**src/design/swsp_pkg.sv**
```systemverilog
// ----------------------------------------------------------------------------
// Shell word splitter package
// Types, character codes and small helper functions shared by the splitter.
// ----------------------------------------------------------------------------
package swsp_pkg;

  // Most result items one input byte can produce, and result buffer depth
  localparam int unsigned MAX_RES     = 3;
  localparam int unsigned RBUF_DEPTH  = 4;

  // Configuration port
  localparam int unsigned APB_ADDR_W  = 3;
  localparam int unsigned APB_DATA_W  = 32;
  localparam logic        REG_MAX_WORDS = 1'b0;   // register index (paddr[2])
  localparam logic [7:0]  MAX_WORDS_RESET = 8'd64;
  localparam logic [7:0]  WORD_COUNT_MAX  = 8'd255;

  // Character codes
  localparam logic [7:0] CH_NUL    = 8'h00;
  localparam logic [7:0] CH_TAB    = 8'h09;
  localparam logic [7:0] CH_LF     = 8'h0A;
  localparam logic [7:0] CH_SPACE  = 8'h20;
  localparam logic [7:0] CH_DQUOTE = 8'h22;
  localparam logic [7:0] CH_DOLLAR = 8'h24;
  localparam logic [7:0] CH_AMP    = 8'h26;
  localparam logic [7:0] CH_SQUOTE = 8'h27;
  localparam logic [7:0] CH_LPAREN = 8'h28;
  localparam logic [7:0] CH_RPAREN = 8'h29;
  localparam logic [7:0] CH_STAR   = 8'h2A;
  localparam logic [7:0] CH_SLASH  = 8'h2F;
  localparam logic [7:0] CH_SEMI   = 8'h3B;
  localparam logic [7:0] CH_LT     = 8'h3C;
  localparam logic [7:0] CH_GT     = 8'h3E;
  localparam logic [7:0] CH_QMARK  = 8'h3F;
  localparam logic [7:0] CH_LBRACK = 8'h5B;
  localparam logic [7:0] CH_BSLASH = 8'h5C;
  localparam logic [7:0] CH_BTICK  = 8'h60;
  localparam logic [7:0] CH_LBRACE = 8'h7B;
  localparam logic [7:0] CH_PIPE   = 8'h7C;
  localparam logic [7:0] CH_RBRACE = 8'h7D;
  localparam logic [7:0] CH_TILDE  = 8'h7E;

  // Scanner modes
  typedef enum logic [2:0] {
    MODE_BETWEEN = 3'd0,
    MODE_WORD    = 3'd1,
    MODE_SQUOTE  = 3'd2,
    MODE_DQUOTE  = 3'd3,
    MODE_DQ_ESC  = 3'd4,
    MODE_ESC     = 3'd5,
    MODE_TILDE   = 3'd6,
    MODE_DRAIN   = 3'd7
  } mode_e;

  // Result kinds
  typedef enum logic [1:0] {
    KIND_BYTE = 2'd0,
    KIND_END  = 2'd1,
    KIND_OK   = 2'd2,
    KIND_ERR  = 2'd3
  } kind_e;

  typedef struct packed {
    kind_e       kind;
    logic [7:0]  out_byte;
    logic        word_quoted;
    logic [15:0] consumed;
    logic        last;
  } result_t;

  // Results of one input byte, packed from index 0
  typedef struct packed {
    logic [1:0]                count;
    result_t [MAX_RES-1:0]     res;
  } push_t;

  // Scanner state, apart from the byte position
  typedef struct packed {
    mode_e      mode;
    logic       in_word;
    logic       word_empty;
    logic       word_has_quote;
    logic [7:0] word_count;
  } scan_state_t;

  localparam scan_state_t SCAN_RESET = '{
    mode:           MODE_BETWEEN,
    in_word:        1'b0,
    word_empty:     1'b1,
    word_has_quote: 1'b0,
    word_count:     8'd0
  };

  function automatic logic is_gap(logic [7:0] b);
    return (b == CH_SPACE) || (b == CH_TAB);
  endfunction

  function automatic logic is_meta(logic [7:0] b);
    logic hit;
    case (b) inside
      CH_SEMI, CH_PIPE, CH_AMP, CH_LT, CH_GT, CH_LPAREN, CH_RPAREN, CH_BTICK,
      CH_DOLLAR, CH_LF, CH_STAR, CH_QMARK, CH_LBRACK, CH_LBRACE, CH_RBRACE:
        hit = 1'b1;
      default: hit = 1'b0;
    endcase
    return hit;
  endfunction

  // State effect of closing the current word
  function automatic scan_state_t end_word(scan_state_t s);
    scan_state_t r;
    r = s;
    if (s.word_count != WORD_COUNT_MAX) begin
      r.word_count = s.word_count + 8'd1;
    end
    r.in_word = 1'b0;
    return r;
  endfunction

endpackage

```
**src/design/swsp_in_if.sv**
```systemverilog
// ----------------------------------------------------------------------------
// Splitter input channel
// Valid/ready channel carrying one command-line byte per transfer.
// ----------------------------------------------------------------------------
interface swsp_in_if;
  logic       valid;
  logic       ready;
  logic [7:0] in_byte;

  modport source (output valid, output in_byte, input ready);
  modport sink   (input valid, input in_byte, output ready);
endinterface

```
**src/design/swsp_out_if.sv**
```systemverilog
// ----------------------------------------------------------------------------
// Splitter result channel
// Valid/ready channel carrying one result item per transfer.
// ----------------------------------------------------------------------------
interface swsp_out_if;
  logic        valid;
  logic        ready;
  logic [1:0]  kind;
  logic [7:0]  out_byte;
  logic        word_quoted;
  logic [15:0] consumed;
  logic        last;

  modport source (output valid, output kind, output out_byte, output word_quoted,
                  output consumed, output last, input ready);
  modport sink   (input valid, input kind, input out_byte, input word_quoted,
                  input consumed, input last, output ready);
endinterface

```
**src/design/shell_word_splitter.sv**
```systemverilog
// ----------------------------------------------------------------------------
// Shell word splitter
// Splits a command line into words with quoting and escapes, one byte per
// cycle while the buffer has room, and reports where and why splitting stopped.
// ----------------------------------------------------------------------------
//  Channel   Dir  Handshake          Payload
//  byte_i    in   valid/ready        in_byte
//  res_o     out  valid/ready        kind, out_byte, word_quoted, consumed, last
//  APB       in   psel/penable       max_words at address 0
//
//  One byte is taken per cycle while the buffer has room; a byte goes from
//  the input register through the step logic into the result buffer, and its
//  results leave from the buffer head in order. A byte with k results makes
//  k result transfers; the input stalls when the buffer lacks room for three.
//  Reset clears the scanner, the buffer and sets max_words to 64.
// ----------------------------------------------------------------------------
module shell_word_splitter #(
  parameter int unsigned POSITION_BITS = 16
) (
  input  logic                              clk_i,
  input  logic                              rst_ni,
  swsp_in_if.sink                           byte_i,
  swsp_out_if.source                        res_o,
  input  logic                              psel,
  input  logic                              penable,
  input  logic                              pwrite,
  input  logic [swsp_pkg::APB_ADDR_W-1:0]   paddr,
  input  logic [swsp_pkg::APB_DATA_W-1:0]   pwdata,
  output logic [swsp_pkg::APB_DATA_W-1:0]   prdata,
  output logic                              pready
);

  logic                     bval_q;
  logic [7:0]               byte_q;
  logic                     advance;
  logic                     room;
  logic                     pop;
  logic [7:0]               max_words_q;
  swsp_pkg::scan_state_t    st_q;
  swsp_pkg::scan_state_t    st_d;
  logic [POSITION_BITS-1:0] pos_q;
  logic [POSITION_BITS-1:0] pos_d;
  swsp_pkg::push_t          push;
  swsp_pkg::push_t          push_gated;
  swsp_pkg::result_t        head;

  // Configuration register
  assign pready = 1'b1;
  assign prdata = (paddr[swsp_pkg::APB_ADDR_W-1] == swsp_pkg::REG_MAX_WORDS) ?
                  {{(swsp_pkg::APB_DATA_W-8){1'b0}}, max_words_q} : '0;

  always_ff @(posedge clk_i or negedge rst_ni) begin
    if (!rst_ni) begin
      max_words_q <= swsp_pkg::MAX_WORDS_RESET;
    end else if (psel && penable && pwrite && pready &&
                 paddr[swsp_pkg::APB_ADDR_W-1] == swsp_pkg::REG_MAX_WORDS) begin
      max_words_q <= pwdata[7:0];
    end
  end

  // Input register
  assign advance      = bval_q && room;
  assign byte_i.ready = !bval_q || advance;

  always_ff @(posedge clk_i or negedge rst_ni) begin
    if (!rst_ni) begin
      bval_q <= 1'b0;
    end else if (byte_i.ready) begin
      bval_q <= byte_i.valid;
    end
  end

  always_ff @(posedge clk_i) begin
    if (byte_i.valid && byte_i.ready) begin
      byte_q <= byte_i.in_byte;
    end
  end

  // Scanner step
  swsp_step #(
    .POSITION_BITS (POSITION_BITS)
  ) u_step (
    .st_i        (st_q),
    .pos_i       (pos_q),
    .in_byte_i   (byte_q),
    .max_words_i (max_words_q),
    .st_o        (st_d),
    .pos_o       (pos_d),
    .push_o      (push)
  );

  always_ff @(posedge clk_i or negedge rst_ni) begin
    if (!rst_ni) begin
      st_q  <= swsp_pkg::SCAN_RESET;
      pos_q <= '0;
    end else if (advance) begin
      st_q  <= st_d;
      pos_q <= pos_d;
    end
  end

  // Result buffer and output
  always_comb begin
    push_gated = push;
    if (!advance) begin
      push_gated.count = 2'd0;
    end
  end

  assign pop = res_o.valid && res_o.ready;

  swsp_rbuf u_rbuf (
    .clk_i   (clk_i),
    .rst_ni  (rst_ni),
    .push_i  (push_gated),
    .pop_i   (pop),
    .room_o  (room),
    .valid_o (res_o.valid),
    .head_o  (head)
  );

  assign res_o.kind        = head.kind;
  assign res_o.out_byte    = head.out_byte;
  assign res_o.word_quoted = head.word_quoted;
  assign res_o.consumed    = head.consumed;
  assign res_o.last        = head.last;

  // A terminator always leaves the scanner in its reset state
  a_nul_restarts: assert property (@(posedge clk_i) disable iff (!rst_ni)
    advance && byte_q == swsp_pkg::CH_NUL |=>
      st_q == swsp_pkg::SCAN_RESET && pos_q == '0)
    else $error("terminator did not restart the line");

  // A finish is always the last result of its byte
  a_finish_last: assert property (@(posedge clk_i) disable iff (!rst_ni)
    res_o.valid && (res_o.kind == swsp_pkg::KIND_OK || res_o.kind == swsp_pkg::KIND_ERR)
      |-> res_o.last)
    else $error("finish result not marked last");

  // Bytes after a finish produce nothing
  a_drain_silent: assert property (@(posedge clk_i) disable iff (!rst_ni)
    advance && st_q.mode == swsp_pkg::MODE_DRAIN |-> push.count == 2'd0)
    else $error("result produced while draining");

endmodule

```
**src/design/swsp_step.sv**
```systemverilog
// ----------------------------------------------------------------------------
// Splitter step logic
// Combinational update of the scanner for one byte: next state and up to
// three result items, in order.
// ----------------------------------------------------------------------------
module swsp_step #(
  parameter int unsigned POSITION_BITS = 16
) (
  input  swsp_pkg::scan_state_t     st_i,
  input  logic [POSITION_BITS-1:0]  pos_i,
  input  logic [7:0]                in_byte_i,
  input  logic [7:0]                max_words_i,
  output swsp_pkg::scan_state_t     st_o,
  output logic [POSITION_BITS-1:0]  pos_o,
  output swsp_pkg::push_t           push_o
);

  localparam logic [POSITION_BITS-1:0] POS_ONE = {{(POSITION_BITS-1){1'b0}}, 1'b1};

  swsp_pkg::scan_state_t    nxt_st;
  logic [POSITION_BITS-1:0] nxt_pos;
  logic                     restart;
  logic                     do_hdl;
  logic                     do_part;
  logic                     pre_en;
  logic [7:0]               pre_byte;
  logic                     emit_en;
  logic [7:0]               emit_byte;
  logic                     end_en;
  logic                     end_q;
  logic                     fin_en;
  logic                     fin_ok;
  logic [7:0]               fin_stop;
  logic [15:0]              fin_cons;

  swsp_pkg::result_t                     cand [4];
  logic [3:0]                            cand_v;
  swsp_pkg::result_t [swsp_pkg::MAX_RES-1:0] res;
  logic [1:0]                            n;

  // Next state and result flags; the order of updates follows the scan rules
  always_comb begin
    nxt_st    = st_i;
    nxt_pos   = pos_i;
    restart   = 1'b0;
    do_hdl    = 1'b0;
    do_part   = 1'b0;
    pre_en    = 1'b0;
    pre_byte  = swsp_pkg::CH_NUL;
    emit_en   = 1'b0;
    emit_byte = swsp_pkg::CH_NUL;
    end_en    = 1'b0;
    end_q     = 1'b0;
    fin_en    = 1'b0;
    fin_ok    = 1'b0;
    fin_stop  = swsp_pkg::CH_NUL;
    fin_cons  = '0;

    // Modes with their own handling before the common byte handling
    unique case (st_i.mode)
      swsp_pkg::MODE_DRAIN: begin
        if (in_byte_i == swsp_pkg::CH_NUL) begin
          nxt_st  = swsp_pkg::SCAN_RESET;
          nxt_pos = '0;
          restart = 1'b1;
        end
      end
      swsp_pkg::MODE_ESC: begin
        if (in_byte_i == swsp_pkg::CH_NUL) begin
          fin_en = 1'b1;
        end else begin
          emit_en               = 1'b1;
          emit_byte             = in_byte_i;
          nxt_st.word_empty     = 1'b0;
          nxt_st.word_has_quote = 1'b1;
          nxt_st.mode           = swsp_pkg::MODE_WORD;
        end
      end
      swsp_pkg::MODE_DQ_ESC: begin
        nxt_st.mode = swsp_pkg::MODE_DQUOTE;
        case (in_byte_i) inside
          swsp_pkg::CH_BSLASH, swsp_pkg::CH_DQUOTE, swsp_pkg::CH_DOLLAR,
          swsp_pkg::CH_BTICK: begin
            emit_en           = 1'b1;
            emit_byte         = in_byte_i;
            nxt_st.word_empty = 1'b0;
          end
          default: begin
            // backslash stays literal, byte handled as in double quotes
            pre_en            = 1'b1;
            pre_byte          = swsp_pkg::CH_BSLASH;
            nxt_st.word_empty = 1'b0;
            do_hdl            = 1'b1;
          end
        endcase
      end
      swsp_pkg::MODE_TILDE: begin
        if (in_byte_i != swsp_pkg::CH_NUL && in_byte_i != swsp_pkg::CH_SLASH &&
            !swsp_pkg::is_gap(in_byte_i)) begin
          // expanding tilde: stop here
          if (st_i.in_word) begin
            end_en = 1'b1;
            end_q  = st_i.word_has_quote;
            nxt_st = swsp_pkg::end_word(st_i);
          end
          fin_en   = 1'b1;
          fin_ok   = 1'b1;
          fin_stop = swsp_pkg::CH_TILDE;
          fin_cons = 16'(pos_i);
        end else if (!st_i.in_word && st_i.word_count >= max_words_i) begin
          fin_en = 1'b1;
        end else begin
          // literal tilde, then the byte itself inside the word
          if (!st_i.in_word) begin
            nxt_st.in_word        = 1'b1;
            nxt_st.word_has_quote = 1'b0;
          end
          nxt_st.mode       = swsp_pkg::MODE_WORD;
          pre_en            = 1'b1;
          pre_byte          = swsp_pkg::CH_TILDE;
          nxt_st.word_empty = 1'b0;
          if (pos_i != '1) begin
            nxt_pos = pos_i + POS_ONE;
          end
          do_hdl = 1'b1;
        end
      end
      default: do_hdl = 1'b1;
    endcase

    // Common byte handling
    if (do_hdl) begin
      unique case (nxt_st.mode)
        swsp_pkg::MODE_BETWEEN: begin
          if (swsp_pkg::is_gap(in_byte_i)) begin
            nxt_st.mode = swsp_pkg::MODE_BETWEEN;
          end else if (in_byte_i == swsp_pkg::CH_NUL || swsp_pkg::is_meta(in_byte_i)) begin
            fin_en   = 1'b1;
            fin_ok   = 1'b1;
            fin_stop = in_byte_i;
            fin_cons = 16'(nxt_pos);
          end else if (in_byte_i == swsp_pkg::CH_TILDE) begin
            nxt_st.in_word = 1'b0;
            nxt_st.mode    = swsp_pkg::MODE_TILDE;
          end else if (nxt_st.word_count >= max_words_i) begin
            fin_en = 1'b1;
          end else begin
            nxt_st.in_word        = 1'b1;
            nxt_st.word_empty     = 1'b1;
            nxt_st.word_has_quote = 1'b0;
            nxt_st.mode           = swsp_pkg::MODE_WORD;
            do_part               = 1'b1;
          end
        end
        swsp_pkg::MODE_WORD: begin
          if (in_byte_i == swsp_pkg::CH_NUL || swsp_pkg::is_meta(in_byte_i)) begin
            end_en   = 1'b1;
            end_q    = nxt_st.word_has_quote;
            nxt_st   = swsp_pkg::end_word(nxt_st);
            fin_en   = 1'b1;
            fin_ok   = 1'b1;
            fin_stop = in_byte_i;
            fin_cons = 16'(nxt_pos);
          end else if (swsp_pkg::is_gap(in_byte_i)) begin
            end_en      = 1'b1;
            end_q       = nxt_st.word_has_quote;
            nxt_st      = swsp_pkg::end_word(nxt_st);
            nxt_st.mode = swsp_pkg::MODE_BETWEEN;
          end else if (in_byte_i == swsp_pkg::CH_TILDE && nxt_st.word_empty) begin
            nxt_st.mode = swsp_pkg::MODE_TILDE;
          end else begin
            do_part = 1'b1;
          end
        end
        swsp_pkg::MODE_SQUOTE: begin
          if (in_byte_i == swsp_pkg::CH_SQUOTE) begin
            nxt_st.mode = swsp_pkg::MODE_WORD;
          end else if (in_byte_i == swsp_pkg::CH_NUL) begin
            fin_en = 1'b1;
          end else begin
            emit_en           = 1'b1;
            emit_byte         = in_byte_i;
            nxt_st.word_empty = 1'b0;
          end
        end
        swsp_pkg::MODE_DQUOTE: begin
          if (in_byte_i == swsp_pkg::CH_DQUOTE) begin
            nxt_st.mode = swsp_pkg::MODE_WORD;
          end else if (in_byte_i == swsp_pkg::CH_BSLASH) begin
            nxt_st.mode = swsp_pkg::MODE_DQ_ESC;
          end else if (in_byte_i == swsp_pkg::CH_NUL || in_byte_i == swsp_pkg::CH_DOLLAR ||
                       in_byte_i == swsp_pkg::CH_BTICK) begin
            fin_en = 1'b1;
          end else begin
            emit_en           = 1'b1;
            emit_byte         = in_byte_i;
            nxt_st.word_empty = 1'b0;
          end
        end
        default: nxt_st.mode = nxt_st.mode;
      endcase
    end

    // Part of a word outside quotes
    if (do_part) begin
      if (in_byte_i == swsp_pkg::CH_SQUOTE) begin
        nxt_st.word_has_quote = 1'b1;
        nxt_st.mode           = swsp_pkg::MODE_SQUOTE;
      end else if (in_byte_i == swsp_pkg::CH_DQUOTE) begin
        nxt_st.word_has_quote = 1'b1;
        nxt_st.mode           = swsp_pkg::MODE_DQUOTE;
      end else if (in_byte_i == swsp_pkg::CH_BSLASH) begin
        nxt_st.mode = swsp_pkg::MODE_ESC;
      end else begin
        emit_en           = 1'b1;
        emit_byte         = in_byte_i;
        nxt_st.word_empty = 1'b0;
      end
    end

    // Finish: restart the line on the terminator, else drop to its end
    if (fin_en) begin
      if (in_byte_i == swsp_pkg::CH_NUL) begin
        nxt_st  = swsp_pkg::SCAN_RESET;
        nxt_pos = '0;
        restart = 1'b1;
      end else begin
        nxt_st.mode = swsp_pkg::MODE_DRAIN;
      end
    end

    // Position count, held while a tilde waits for the next byte
    if (!restart && nxt_st.mode != swsp_pkg::MODE_TILDE && nxt_pos != '1) begin
      nxt_pos = nxt_pos + POS_ONE;
    end
  end

  assign st_o  = nxt_st;
  assign pos_o = nxt_pos;

  // Pack result items in order: leading byte, word byte, word end, finish
  always_comb begin
    cand[0] = '{kind: swsp_pkg::KIND_BYTE, out_byte: pre_byte, word_quoted: 1'b0,
                consumed: 16'd0, last: 1'b0};
    cand[1] = '{kind: swsp_pkg::KIND_BYTE, out_byte: emit_byte, word_quoted: 1'b0,
                consumed: 16'd0, last: 1'b0};
    cand[2] = '{kind: swsp_pkg::KIND_END, out_byte: swsp_pkg::CH_NUL, word_quoted: end_q,
                consumed: 16'd0, last: 1'b0};
    if (fin_ok) begin
      cand[3] = '{kind: swsp_pkg::KIND_OK, out_byte: fin_stop, word_quoted: 1'b0,
                  consumed: fin_cons, last: 1'b0};
    end else begin
      cand[3] = '{kind: swsp_pkg::KIND_ERR, out_byte: swsp_pkg::CH_NUL, word_quoted: 1'b0,
                  consumed: 16'd0, last: 1'b0};
    end
    cand_v = {fin_en, end_en, emit_en, pre_en};

    res = '0;
    n   = 2'd0;
    for (int k = 0; k < 4; k++) begin
      if (cand_v[k] && n != 2'd3) begin
        res[n] = cand[k];
        n      = n + 2'd1;
      end
    end
    if (n != 2'd0) begin
      res[n - 2'd1].last = 1'b1;
    end
    push_o.count = n;
    push_o.res   = res;
  end

endmodule

```
**src/design/swsp_rbuf.sv**
```systemverilog
// ----------------------------------------------------------------------------
// Splitter result buffer
// Small register FIFO: takes up to three results in one cycle, gives one.
// ----------------------------------------------------------------------------
module swsp_rbuf (
  input  logic              clk_i,
  input  logic              rst_ni,
  input  swsp_pkg::push_t   push_i,
  input  logic              pop_i,
  output logic              room_o,
  output logic              valid_o,
  output swsp_pkg::result_t head_o
);

  localparam int unsigned IDX_W = $clog2(swsp_pkg::RBUF_DEPTH);
  localparam int unsigned CNT_W = $clog2(swsp_pkg::RBUF_DEPTH + 1);

  swsp_pkg::result_t mem_q [swsp_pkg::RBUF_DEPTH];
  logic [IDX_W-1:0]  head_q;
  logic [IDX_W-1:0]  tail_q;
  logic [CNT_W-1:0]  count_q;
  logic [CNT_W-1:0]  free;

  assign valid_o = (count_q != '0);
  assign head_o  = mem_q[head_q];

  // Room for a full set of results, counting the transfer going out now
  assign free   = CNT_W'(swsp_pkg::RBUF_DEPTH) - count_q + CNT_W'(pop_i);
  assign room_o = (free >= CNT_W'(swsp_pkg::MAX_RES));

  // Storage
  always_ff @(posedge clk_i) begin
    for (int k = 0; k < swsp_pkg::MAX_RES; k++) begin
      if (2'(k) < push_i.count) begin
        mem_q[tail_q + IDX_W'(k)] <= push_i.res[k];
      end
    end
  end

  // Pointers and fill level
  always_ff @(posedge clk_i or negedge rst_ni) begin
    if (!rst_ni) begin
      head_q  <= '0;
      tail_q  <= '0;
      count_q <= '0;
    end else begin
      tail_q  <= tail_q + IDX_W'(push_i.count);
      head_q  <= head_q + IDX_W'(pop_i);
      count_q <= count_q + CNT_W'(push_i.count) - CNT_W'(pop_i);
    end
  end

  // Fill level never passes the depth
  a_no_overflow: assert property (@(posedge clk_i) disable iff (!rst_ni)
    count_q <= CNT_W'(swsp_pkg::RBUF_DEPTH))
    else $error("result buffer overflow");

endmodule

```
**src/flat_wrapper.sv**
```systemverilog
// flat-port wrapper written by rule: the top's interface ports become plain ports
module shell_word_splitter_flat 
#(
  parameter int unsigned POSITION_BITS = 16
)
  (clk_i, rst_ni, psel, penable, pwrite, paddr, pwdata, prdata, pready, byte_i_valid, byte_i_in_byte, byte_i_ready, res_o_valid, res_o_kind, res_o_out_byte, res_o_word_quoted, res_o_consumed, res_o_last, res_o_ready);
  swsp_in_if byte_i_i ();
  swsp_out_if res_o_i ();
  input  logic clk_i;
  input  logic rst_ni;
  input  logic psel;
  input  logic penable;
  input  logic pwrite;
  input  logic [swsp_pkg::APB_ADDR_W-1:0] paddr;
  input  logic [swsp_pkg::APB_DATA_W-1:0] pwdata;
  output logic [swsp_pkg::APB_DATA_W-1:0] prdata;
  output logic pready;
  input wire logic [$bits(byte_i_i.valid)-1:0] byte_i_valid;
  input wire logic [$bits(byte_i_i.in_byte)-1:0] byte_i_in_byte;
  output wire logic [$bits(byte_i_i.ready)-1:0] byte_i_ready;
  output wire logic [$bits(res_o_i.valid)-1:0] res_o_valid;
  output wire logic [$bits(res_o_i.kind)-1:0] res_o_kind;
  output wire logic [$bits(res_o_i.out_byte)-1:0] res_o_out_byte;
  output wire logic [$bits(res_o_i.word_quoted)-1:0] res_o_word_quoted;
  output wire logic [$bits(res_o_i.consumed)-1:0] res_o_consumed;
  output wire logic [$bits(res_o_i.last)-1:0] res_o_last;
  input wire logic [$bits(res_o_i.ready)-1:0] res_o_ready;
  assign byte_i_i.valid = byte_i_valid;
  assign byte_i_i.in_byte = byte_i_in_byte;
  assign byte_i_ready = byte_i_i.ready;
  assign res_o_valid = res_o_i.valid;
  assign res_o_kind = res_o_i.kind;
  assign res_o_out_byte = res_o_i.out_byte;
  assign res_o_word_quoted = res_o_i.word_quoted;
  assign res_o_consumed = res_o_i.consumed;
  assign res_o_last = res_o_i.last;
  assign res_o_i.ready = res_o_ready;
  shell_word_splitter #(.POSITION_BITS(POSITION_BITS)) u_core (.clk_i(clk_i), .rst_ni(rst_ni), .byte_i(byte_i_i), .res_o(res_o_i), .psel(psel), .penable(penable), .pwrite(pwrite), .paddr(paddr), .pwdata(pwdata), .prdata(prdata), .pready(pready));
endmodule
```
**config.mk**
```make
export PLATFORM = sky130hd
export DESIGN_NAME = shell_word_splitter_flat
export DESIGN_NICKNAME = d
export VERILOG_FILES = /design/src/design/swsp_pkg.sv /design/src/design/swsp_in_if.sv /design/src/design/swsp_out_if.sv /design/src/design/shell_word_splitter.sv /design/src/design/swsp_step.sv /design/src/design/swsp_rbuf.sv /design/src/flat_wrapper.sv
export SDC_FILE = /design/constraint.sdc
export NUM_CORES = 1
export LEC_CHECK = 0
export BUFFER_PORTS_ARGS = -buffer_cell sky130_fd_sc_hd__clkbuf_2
export CORE_MARGIN = 2
export CORE_UTILIZATION = 55
export CTS_CLUSTER_SIZE = 30
export DETAILED_ROUTE_END_ITERATION = 6
export PLACE_DENSITY_LB_ADDON = 0.05
export RECOVER_POWER = 50
export SETUP_SLACK_MARGIN = 0.2
export SYNTH_ARGS = -nofsm -noshare
export SYNTH_HDL_FRONTEND = slang
export SYNTH_SLANG_ARGS = --single-unit
```
**constraint.sdc**
```tcl
create_clock -name clk_i -period 9 [get_ports clk_i]
set_input_delay 1.8 -clock clk_i [delete_from_list [all_inputs] [get_ports clk_i]]
set_output_delay 1.8 -clock clk_i [all_outputs]
set_load 0.01 [all_outputs]
```
== After elaboration in Yosys (flattened, before gate mapping) ==
Memory sizes are Yosys's and may differ from the RTL's.
Cells that the tools add are included.

* Mux-type cells: 205
* $lt $le $gt $ge: 14
* Equality and inequality tests: 37
* Reductions and logical operators: 37
* Add/subtract/negate cells: 16
* Bitwise operators: 1

{| class="wikitable"
|+ Operators with widths
! operator !! number
|-
| 84-bit bitwise mux || 4
|-
| 84-bit 2-to-1 mux || 4
|-
| 28-bit demux with 2-bit select || 4
|-
| 16-bit 2-to-1 mux || 13
|-
| 8-bit 2-to-1 mux || 22
|-
| 14-bit 2-to-1 mux || 7
|-
| 8-bit by 6-bit == test with 1-bit output (second input constant) || 12
|-
| 1-bit 2-to-1 mux || 84
|-
| 28-bit 2-to-1 mux || 3
|-
| 16-bit case mux with 2 select lines || 2
|-
| 8-bit case mux with 2 select lines || 4
|-
| 6-bit 2-to-1 mux || 10
|-
| 8-bit by 7-bit == test with 1-bit output (second input constant) || 7
|-
| 3-bit 2-to-1 mux || 13
|-
| 7-bit 2-to-1 mux || 5
|-
| 16-bit by 1-bit adder with 16-bit output (second input constant) || 2
|-
| 16-bit != test (second input constant) || 2
|-
| 27-bit 2-to-1 mux || 1
|-
| 26-bit 2-to-1 mux || 1
|-
| 3-bit case mux with 4 select lines || 2
|-
| 11-bit 2-to-1 mux || 2
|-
| 1-bit logical AND || 19
|-
| 1-bit case mux with 2 select lines || 9
|-
| 8-bit by 1-bit adder with 8-bit output (second input constant) || 2
|-
| other kinds (39) || 76
|}

* Logic and storage cells: 323
* Flip-flop bits (word level): 54
* Memories: 1
* Output and inout bits: 63
* RAM bits: 112
* Input bits: 50

{| class="wikitable"
|+ Memories
! memory !! words !! width !! rd ports !! clocked after memory_dff !! write ports !! line !! source
|-
| u_core.u_rbuf.mem_q || 4 || 28 || 1 || 0 || 3 || swsp_rbuf.sv:18 || <nowiki>swsp_pkg::result_t mem_q [swsp_pkg::RBUF_DEPTH];</nowiki>
|}

== Longest topological paths before layout ==
Gate-level depths: netlist of the first run.

* Depth in word-level cells: 33
* Mapped depth: 37
* Gate-level depth less buffers: 32

== Hierarchy ==
A second synthesis of the first run with hierarchy kept.

* Cells, all modules: 1530
* Area, all modules: 13177.6 um^2

{| class="wikitable"
|+ Modules (own cells, without submodules)
! module !! area an instance (um^2) !! sequential area each (um^2) !! cells an instance !! times used
|-
| swsp_rbuf || 6981.7 || 3538.4 || 697 || 1
|-
| swsp_step || 4174.0 || 0.0 || 702 || 1
|-
| shell_word_splitter || 2021.9 || 1218.7 || 131 || 1
|}

== Worst setup path after synthesis of the first run ==
Ideal clock, no wire load.

* Kind: register to register
* From: register u_core.byte_q[2]
* To: memory u_core.u_rbuf.mem_q[0][0] (netlist name), enable pin
* Library setup time: 0.460 ns
* Arrival: 8.017 ns
* Setup slack: 0.523 ns
* Buffers on the path: 7
* Clock period less this slack: 8.477 ns
* Data required time: 8.540 ns
* Stages on the path, launching flop included: 31
* Cells stage by stage: edfxtp_1 buf_2 and4_1 o211a_1 buf_2 nor4_1 a21oi_1 a31oi_1 ha_1 a211oi_1 o21ai_0 a21oi_1 nand2_1 o311ai_0 nor2_1 ha_1 buf_1 nand2_1 a211oi_1 or2_1 buf_4 inv_2 ha_1 buf_1 inv_1 nand3_1 and3_1 buf_2 buf_2 o21ai_0 a221oi_1

{| class="wikitable"
|+ RTL lines
! item !! line !! source
|-
| from (decl) || shell_word_splitter.sv:34 || <nowiki>logic [7:0] byte_q;</nowiki>
|-
| from (signal assigned) || shell_word_splitter.sv:75 || <nowiki>byte_q <= byte_i.in_byte;</nowiki>
|-
| to (decl) || swsp_rbuf.sv:18 ||
|}

==> impl_metrics.yaml, run 1 <==
run_status:
  status: "finished with violations"
  violations: "capacitance limit, slew limit"
drt:
  first_iter_violations: 1460
  post_drt_wl_per_cell_um: 22.2
  ant_nets: 0
  wirelength_mm: 35.5
  num_vias: 10700
  firstDrtPassIters: 6
  drc: 0
  vias_per_cell: 6.71
min_path:
  hold_path.class: "reg -> reg"
pwr:
  p_leak_nw: 4.48
  total_power_w: 0.00516
  powerDensity_nw_per_um2: 396
  ir_worst_vdd_v: 0.000255
sta:
  worstMarginPinSlew_ns: 2.71
  max_freq_mhz: 120
  hold_viol_final: 0
  finalSetupViolations: 0
  finalCriticalPeriod_ns: 8.33
  slew_viol_final: 86
  finalSetupTns_ns: 0
  fin_crit_sh: 0.926
  relSlewSlack: -0.809
  skew_ns: 0.0146
  rsz0062_at_grt: "false"
floorplan:
  initial_utilization: 0.557
  dieArea_um2: 23200
  die_h_um: 152
  core_area_um2: 21700
  die_w_um: 152
  ios: 113
  rows: 54
global_routing:
  grt_max_degree: 53
  grt_use_total: 0.307
  grt_pass1_vias: 9980
  antenna_found_initial: 0
  grt_overflow: 0
  grt_pass1_wl_mm: 57.1
layout:
  seqCellArea_um2: 4760
  fill_cells: 1933
  antenna_cells: 0
  fin_area_um2: 13000
  syn_to_final_growth_pct: 7.63
  fin_nets: 1392
  utilization: 0.600
  multi_input_area_um2: 6640
  drive_gt1_frac: 0.124
  instances_no_fill: 1600
critical_path:
  cpPeakStageDelay_ns: 0.92
  end_kind: "flop"
  arrival_ns: 8.63
  critPathLaunchType: "flop"
  path_class: "reg -> reg"
  crit_path_top_delay_cell: "nor4_1"
  crit_fanout: 17
  cp_data_required_time_ns: 9.30
  path_cells: "buf_4, or4_1, o21ai_1, or3_1, o21ai_0, a31oi_1, ha_1, a211oi_1, o21ai_0, a21oi_1, nand2_1, o311ai_0, nor2_1, ha_1, nand2_1, a211oi_1, or2_0, ha_1, nor2b_1, nand2_1, nor4_1, a21oi_1, and2_1, nor2_1"
clock_tree:
  clock_sinks: 166
  hold_buffers: 0
  cts_root_buffer: "clkbuf_16"
  cts.clk_slew.worst_paths_ns: 0.08
  htreeDepth: 4
  clk_latency_ns: 0.45
  clk_path_buf_depth: 2
  cts_tree: "yes"
  cts_made_buffers: 17
logic_synthesis:
  synth_top_area_share: 0.298
  ys_types: 99
  synth_edf_count: 120
  netlist_area_um2: 12100
  postSynthCellCount: 1290
  synth_area_leader_cell: "edfxtp_1"
  ys_async_sr_fraction: 0.277
  yosysSeqAreaShare: 0.394
  synth_ff_type: "edfxtp_1"
  syn_avg_cell_area_um2: 9.37
  yosysWarnings: 0
  yosys-top-cells-area: "edfxtp_1 (30%), dfrtp_1 (9.1%), mux4_2 (5.2%)"
  ys_ff_latch: 166
placement:
  place_area_um2: 12500
  numPlacedInstances: 1568
  portBuffers: 61
  gp_congestion: 0.957
  dp_hpwl_mm: 24.8
job:
  drv_cap: 3
cell usage after synthesis (7+ instances only):
master	number
inv_1	36
o21ai_0	56
clkbuf_1	47
a211oi_1	16
nor4_1	13
nor3_1	38
mux4_2	28
a221oi_1	7
nor2_1	152
buf_4	32
ha_1	34
xor2_1	12
a21oi_1	57
xnor2_1	11
o221ai_1	22
a31oi_1	25
nand3_1	56
o31ai_1	11
nand3b_1	7
edfxtp_1	120
nand2b_1	10
and3_1	10
o21ai_1	9
o211ai_1	13
a21o_1	12
nand2_1	114
mux2_2	11
or3_1	23
dfrtp_1	44
buf_2	29
a22o_1	9
or4_1	7
a22oi_1	15
o21a_1	7
nand4b_1	7
and2_1	14
and4_1	7
nand4_1	22
o22ai_1	11
layer usage:
layer,up-vias,track usage,wire [um]
met5,-,0,0
met4,0,0.116,1160
li1,4925,-,-
met1,5115,0.455,15500
met3,84,0.0410,3010
met2,616,0.463,15800
final cells by class:
class,instances,share of cell area
tap,280,0.0269
clock inverter,15,0.0167
timing repair buffer,92,0.0359
inverter,39,0.0113
multi-input combinational,991,0.511
clock buffer,17,0.0327
sequential,166,0.366
state kept, by name, summed over array words and instances, names as in the netlist:
register,count
u_core.bval_q,1
u_core.byte_q,8
u_core.max_words_q,8
u_core.pos_q,16
u_core.st_q,14
u_core.u_rbuf.count_q,3
u_core.u_rbuf.head_q,2
u_core.u_rbuf.mem_q,112
u_core.u_rbuf.tail_q,2
power breakdown:
part | leakage, nW | switching (W) | internal [W]
combinational | 2.47 | 0.00191 | 0.000949
sequential | 1.70 | 0.000192 | 0.00132
clock | 0.308 | 0.000394 | 0.000389
total | 4.48 | 0.00250 | 0.00266
worst paths after layout:
path                                       start                        end  slack (ns)  cells after the start
min                        u_core.max_words_q[1]      u_core.max_words_q[1]        0.51                      1
max reg2reg                     u_core.byte_q[7]  u_core.u_rbuf.mem_q[2][5]        0.67                     24
max                             u_core.byte_q[7]  u_core.u_rbuf.mem_q[2][5]        0.67                     24
max in group asynchronous                 rst_ni    u_core.u_rbuf.head_q[0]        4.99                      2
min in group asynchronous                 rst_ni    u_core.u_rbuf.head_q[0]        2.30                      2
min reg2reg                u_core.max_words_q[1]      u_core.max_words_q[1]        0.51                      1
metrics by stage:
step / hold slack [ns] / worst slack (ns)
3_3_place_gp: 0.489 / 0.926
6_report: 0.507 / 0.669
5_1_grt: 0.536 / 0.112
3_5_place_dp: 0.493 / 0.906
4_1_cts: 0.511 / 0.849
2_1_floorplan: 0.464 / 0.523
layout by cell type (no fill, tap or decap), types with 36 or more instances in the layout:
cell      instances
dfrtp_1          43
inv_1            36
edfxtp_1        120
o21ai_0          58
a21oi_1          57
nor2_1          152
nand3_1          56
clkbuf_1         45
nor3_1           39
nand2_1         114
cells by family (layout without fill, tap and decap cells):
kind of cell,count (synthesis),after routing,share of synthesized area
compound gates,337,337,0.198
simple gates,528,528,0.225
flops,166,166,0.394
other cells,2,25,0.000621
buf+inv,156,163,0.0635
fa+ha+maj,35,35,0.0369
mux,43,43,0.0657
xor+xnor,23,23,0.0167
critical path: cells and delay by family, from the launching register on:
kind	cells	cell delay (ns)
AO/OA/AOI/OAI	9	2.46
flip-flops	1	0.37
AND/OR/NAND/NOR	11	3.98
buffers and inverters	1	0.20
adder cells (fa/ha/maj)	3	1.16
repair_timing:
action / CTS / global route
endpoints found under the hold margin: 0 / 0
setup endpoints to repair: 0 / 35
buffers inserted: 0 / 0
gates resized for setup: 0 / 2
Note: power is estimated with default switching activity, not from simulation.
==> run 2, diff against run 1 <==
Settings changed: CORE_UTILIZATION 55 to 61.
Clock period 9 ns to 9.1 ns, I/O delays scaled along.
==> run 2 against run 1 <==
The run still ends with capacitance limit, slew limit left. Core utilization increased by 7.2 points. Die area decreased by 9.6%. Via count increased by 0.89%. Hold slack got worse by 0.040 ns. Largest cell class unchanged. Critical path depth increased by 3. Global-route usage increased by 4.6 points. Largest power group unchanged. Sequential power increased by 3%. Maximum frequency decreased by 0.47%. Routed wire length increased by 0.89%. Clock power decreased by 2%.
==> impl_metrics.yaml, run 2 (synthesis gave the netlist of run 1 again) <==
drt:
  first_iter_violations: 1282
  vias_per_cell: 6.82
  wl_met2_mm: 16.8
  top_layer: "met4"
  dr_wl_met3_mm: 3.41
  routedLengthMet1_mm: 14.3
  firstDrtPassIters: 7
  num_vias: 10800
  post_drt_wl_per_cell_um: 22.5
  wirelength_mm: 35.8
  ant_nets: 0
  drc: 0
sta:
  hold_ws_ns: 0.468
  finalCriticalPeriod_ns: 8.37
  finalSetupTns_ns: 0
  max_freq_mhz: 119
  worstMarginPinSlew_ns: 2.70
  slew_viol_final: 77
  skew_ns: 0.0140
  finalSetupViolations: 0
  relSlewSlack: -0.800
  rsz0062_at_grt: "false"
  fin_crit_sh: 0.920
  hold_viol_final: 0
critical_path:
  arrival_ns: 8.43
  end_kind: "flop"
  cp_data_required_time_ns: 9.16
  cpPeakStageDelay_ns: 0.69
  critPathLaunch: "u_core.byte_q[2]"
  crit_path_top_delay_cell: "edfxtp_1"
  rr_endpoint: "u_core.u_rbuf.mem_q[2][7]"
  reg2regPathDepth: 27
  critPathLaunchType: "flop"
  crit_fanout: 28
  r2r_start: "u_core.byte_q[2]"
  path_class: "reg -> reg"
  reg2reg_slack_ns: 0.73
  crit_path_end: "u_core.u_rbuf.mem_q[2][7]"
global_routing:
  grt_max_degree: 53
  grt_pass1_vias: 10300
  grt_use_total: 0.353
  antenna_found_initial: 0
  grt_overflow: 0
  grt_pass1_wl_mm: 56.7
clock_tree:
  cts_made_buffers: 17
  cts_tree: "yes"
  hold_buffers: 0
  clk_latency_ns: 0.44
  clk_path_buf_depth: 2
  cts_root_buffer: "clkbuf_16"
  clock_sinks: 166
  cts_setup_buffers: 0
  cts.clk_slew.worst_paths_ns: 0.07
  htreeDepth: 4
  cts-resized-gates: 0
pwr:
  powerDensity_nw_per_um2: 396
  ir_worst_vdd_v: 0.000280
  p_leak_nw: 4.53
run_status:
  violations: "capacitance limit, slew limit"
  status: "finished with violations"
layout:
  seqCellArea_um2: 4760
  instances_no_fill: 1590
  multi_input_area_um2: 6670
  top_register: "u_core.u_rbuf.mem_q"
  reg.largest.list: "u_core.u_rbuf.mem_q x112, u_core.pos_q x16, u_core.st_q x14"
  fin_nets: 1397
  syn_to_final_growth_pct: 8.25
  utilization: 0.672
  final_cell_mix: "nor2_1 (152), edfxtp_1 (120), nand2_1 (113), o21ai_0 (59), a21oi_1 (57)"
  largest_register_ffs: 112
  mostFrequentLayoutCell: "nor2_1"
  drive_gt1_frac: 0.131
  fill_cells: 1610
  antenna_cells: 0
floorplan:
  ios: 113
  rows: 51
  die_h_um: 145
  die_w_um: 145
  dieArea_um2: 21000
  initial_utilization: 0.621
  core_area_um2: 19500
min_path:
  hold_path.class: "reg -> reg"
placement:
  numPlacedInstances: 1558
  gp_congestion: 1.03
  portBuffers: 61
  dp_hpwl_mm: 24.7
job:
  drv_cap: 2
==> run 2: cell types whose count changed in the layout (fill, tap and decap cells not counted), sizes merged <==
| cell | change |
|---|---|
| buf | +7 |
| clkinv | -3 |
| inv | +3 |
| clkbuf | -2 |
==> run 2: worst min-delay path by stage <==
stage	start	end	cells after the start
after global placement	u_core.u_rbuf.head_q[1]	u_core.u_rbuf.head_q[1]	1
after detailed placement	u_core.u_rbuf.head_q[1]	u_core.u_rbuf.head_q[1]	1
after CTS	u_core.u_rbuf.head_q[1]	u_core.u_rbuf.head_q[1]	1
after floorplan	u_core.u_rbuf.head_q[0]	u_core.u_rbuf.head_q[0]	1
final	u_core.u_rbuf.head_q[1]	u_core.u_rbuf.head_q[1]	1
after global routing	u_core.u_rbuf.head_q[1]	u_core.u_rbuf.head_q[1]	1
==> run 2: final cells by class <==
class                   instances  share of cell area
clock buffers                  17              0.0325
clock inverters                15              0.0156
repair buffers                 97              0.0422
inverters                      39              0.0112
flip-flops and latches        166               0.364
multi-input cells             991               0.510
well taps                     265              0.0253
==> run 2: layer usage <==
metal,vias to the layer above,track usage
met1,5114,0.474
met4,0,0.135
met2,681,0.575
met5,-,0
met3,110,0.0612
li1,4931,-
==> run 2: worst max-delay path, delay by kind of cell (launching register included) <==
family / cells / cell delay [ns]
AND/OR/NAND/NOR: 9 / 2.57
AO/OA/AOI/OAI: 9 / 2.23
adder cells (fa/ha/maj): 3 / 0.99
flip-flops: 1 / 0.69
buffers and inverters: 6 / 1.51
==> run 2: report_power, final <==
group          switching [W]  internal, W
Clock               0.000380     0.000384
Combinational        0.00186     0.000983
Sequential          0.000262      0.00131
==> run 2: through the flow <==
step	setup WS [ns]	total power [W]	cell area [um^2]
finish	0.730	0.00518	13100
global route	0.149	0.00550	13100
CTS	1.00	0.00520	13200
global placement	1.18	0.00435	12600
detailed placement	1.04	0.00442	12600
floorplan	0.623	0.00352	12200
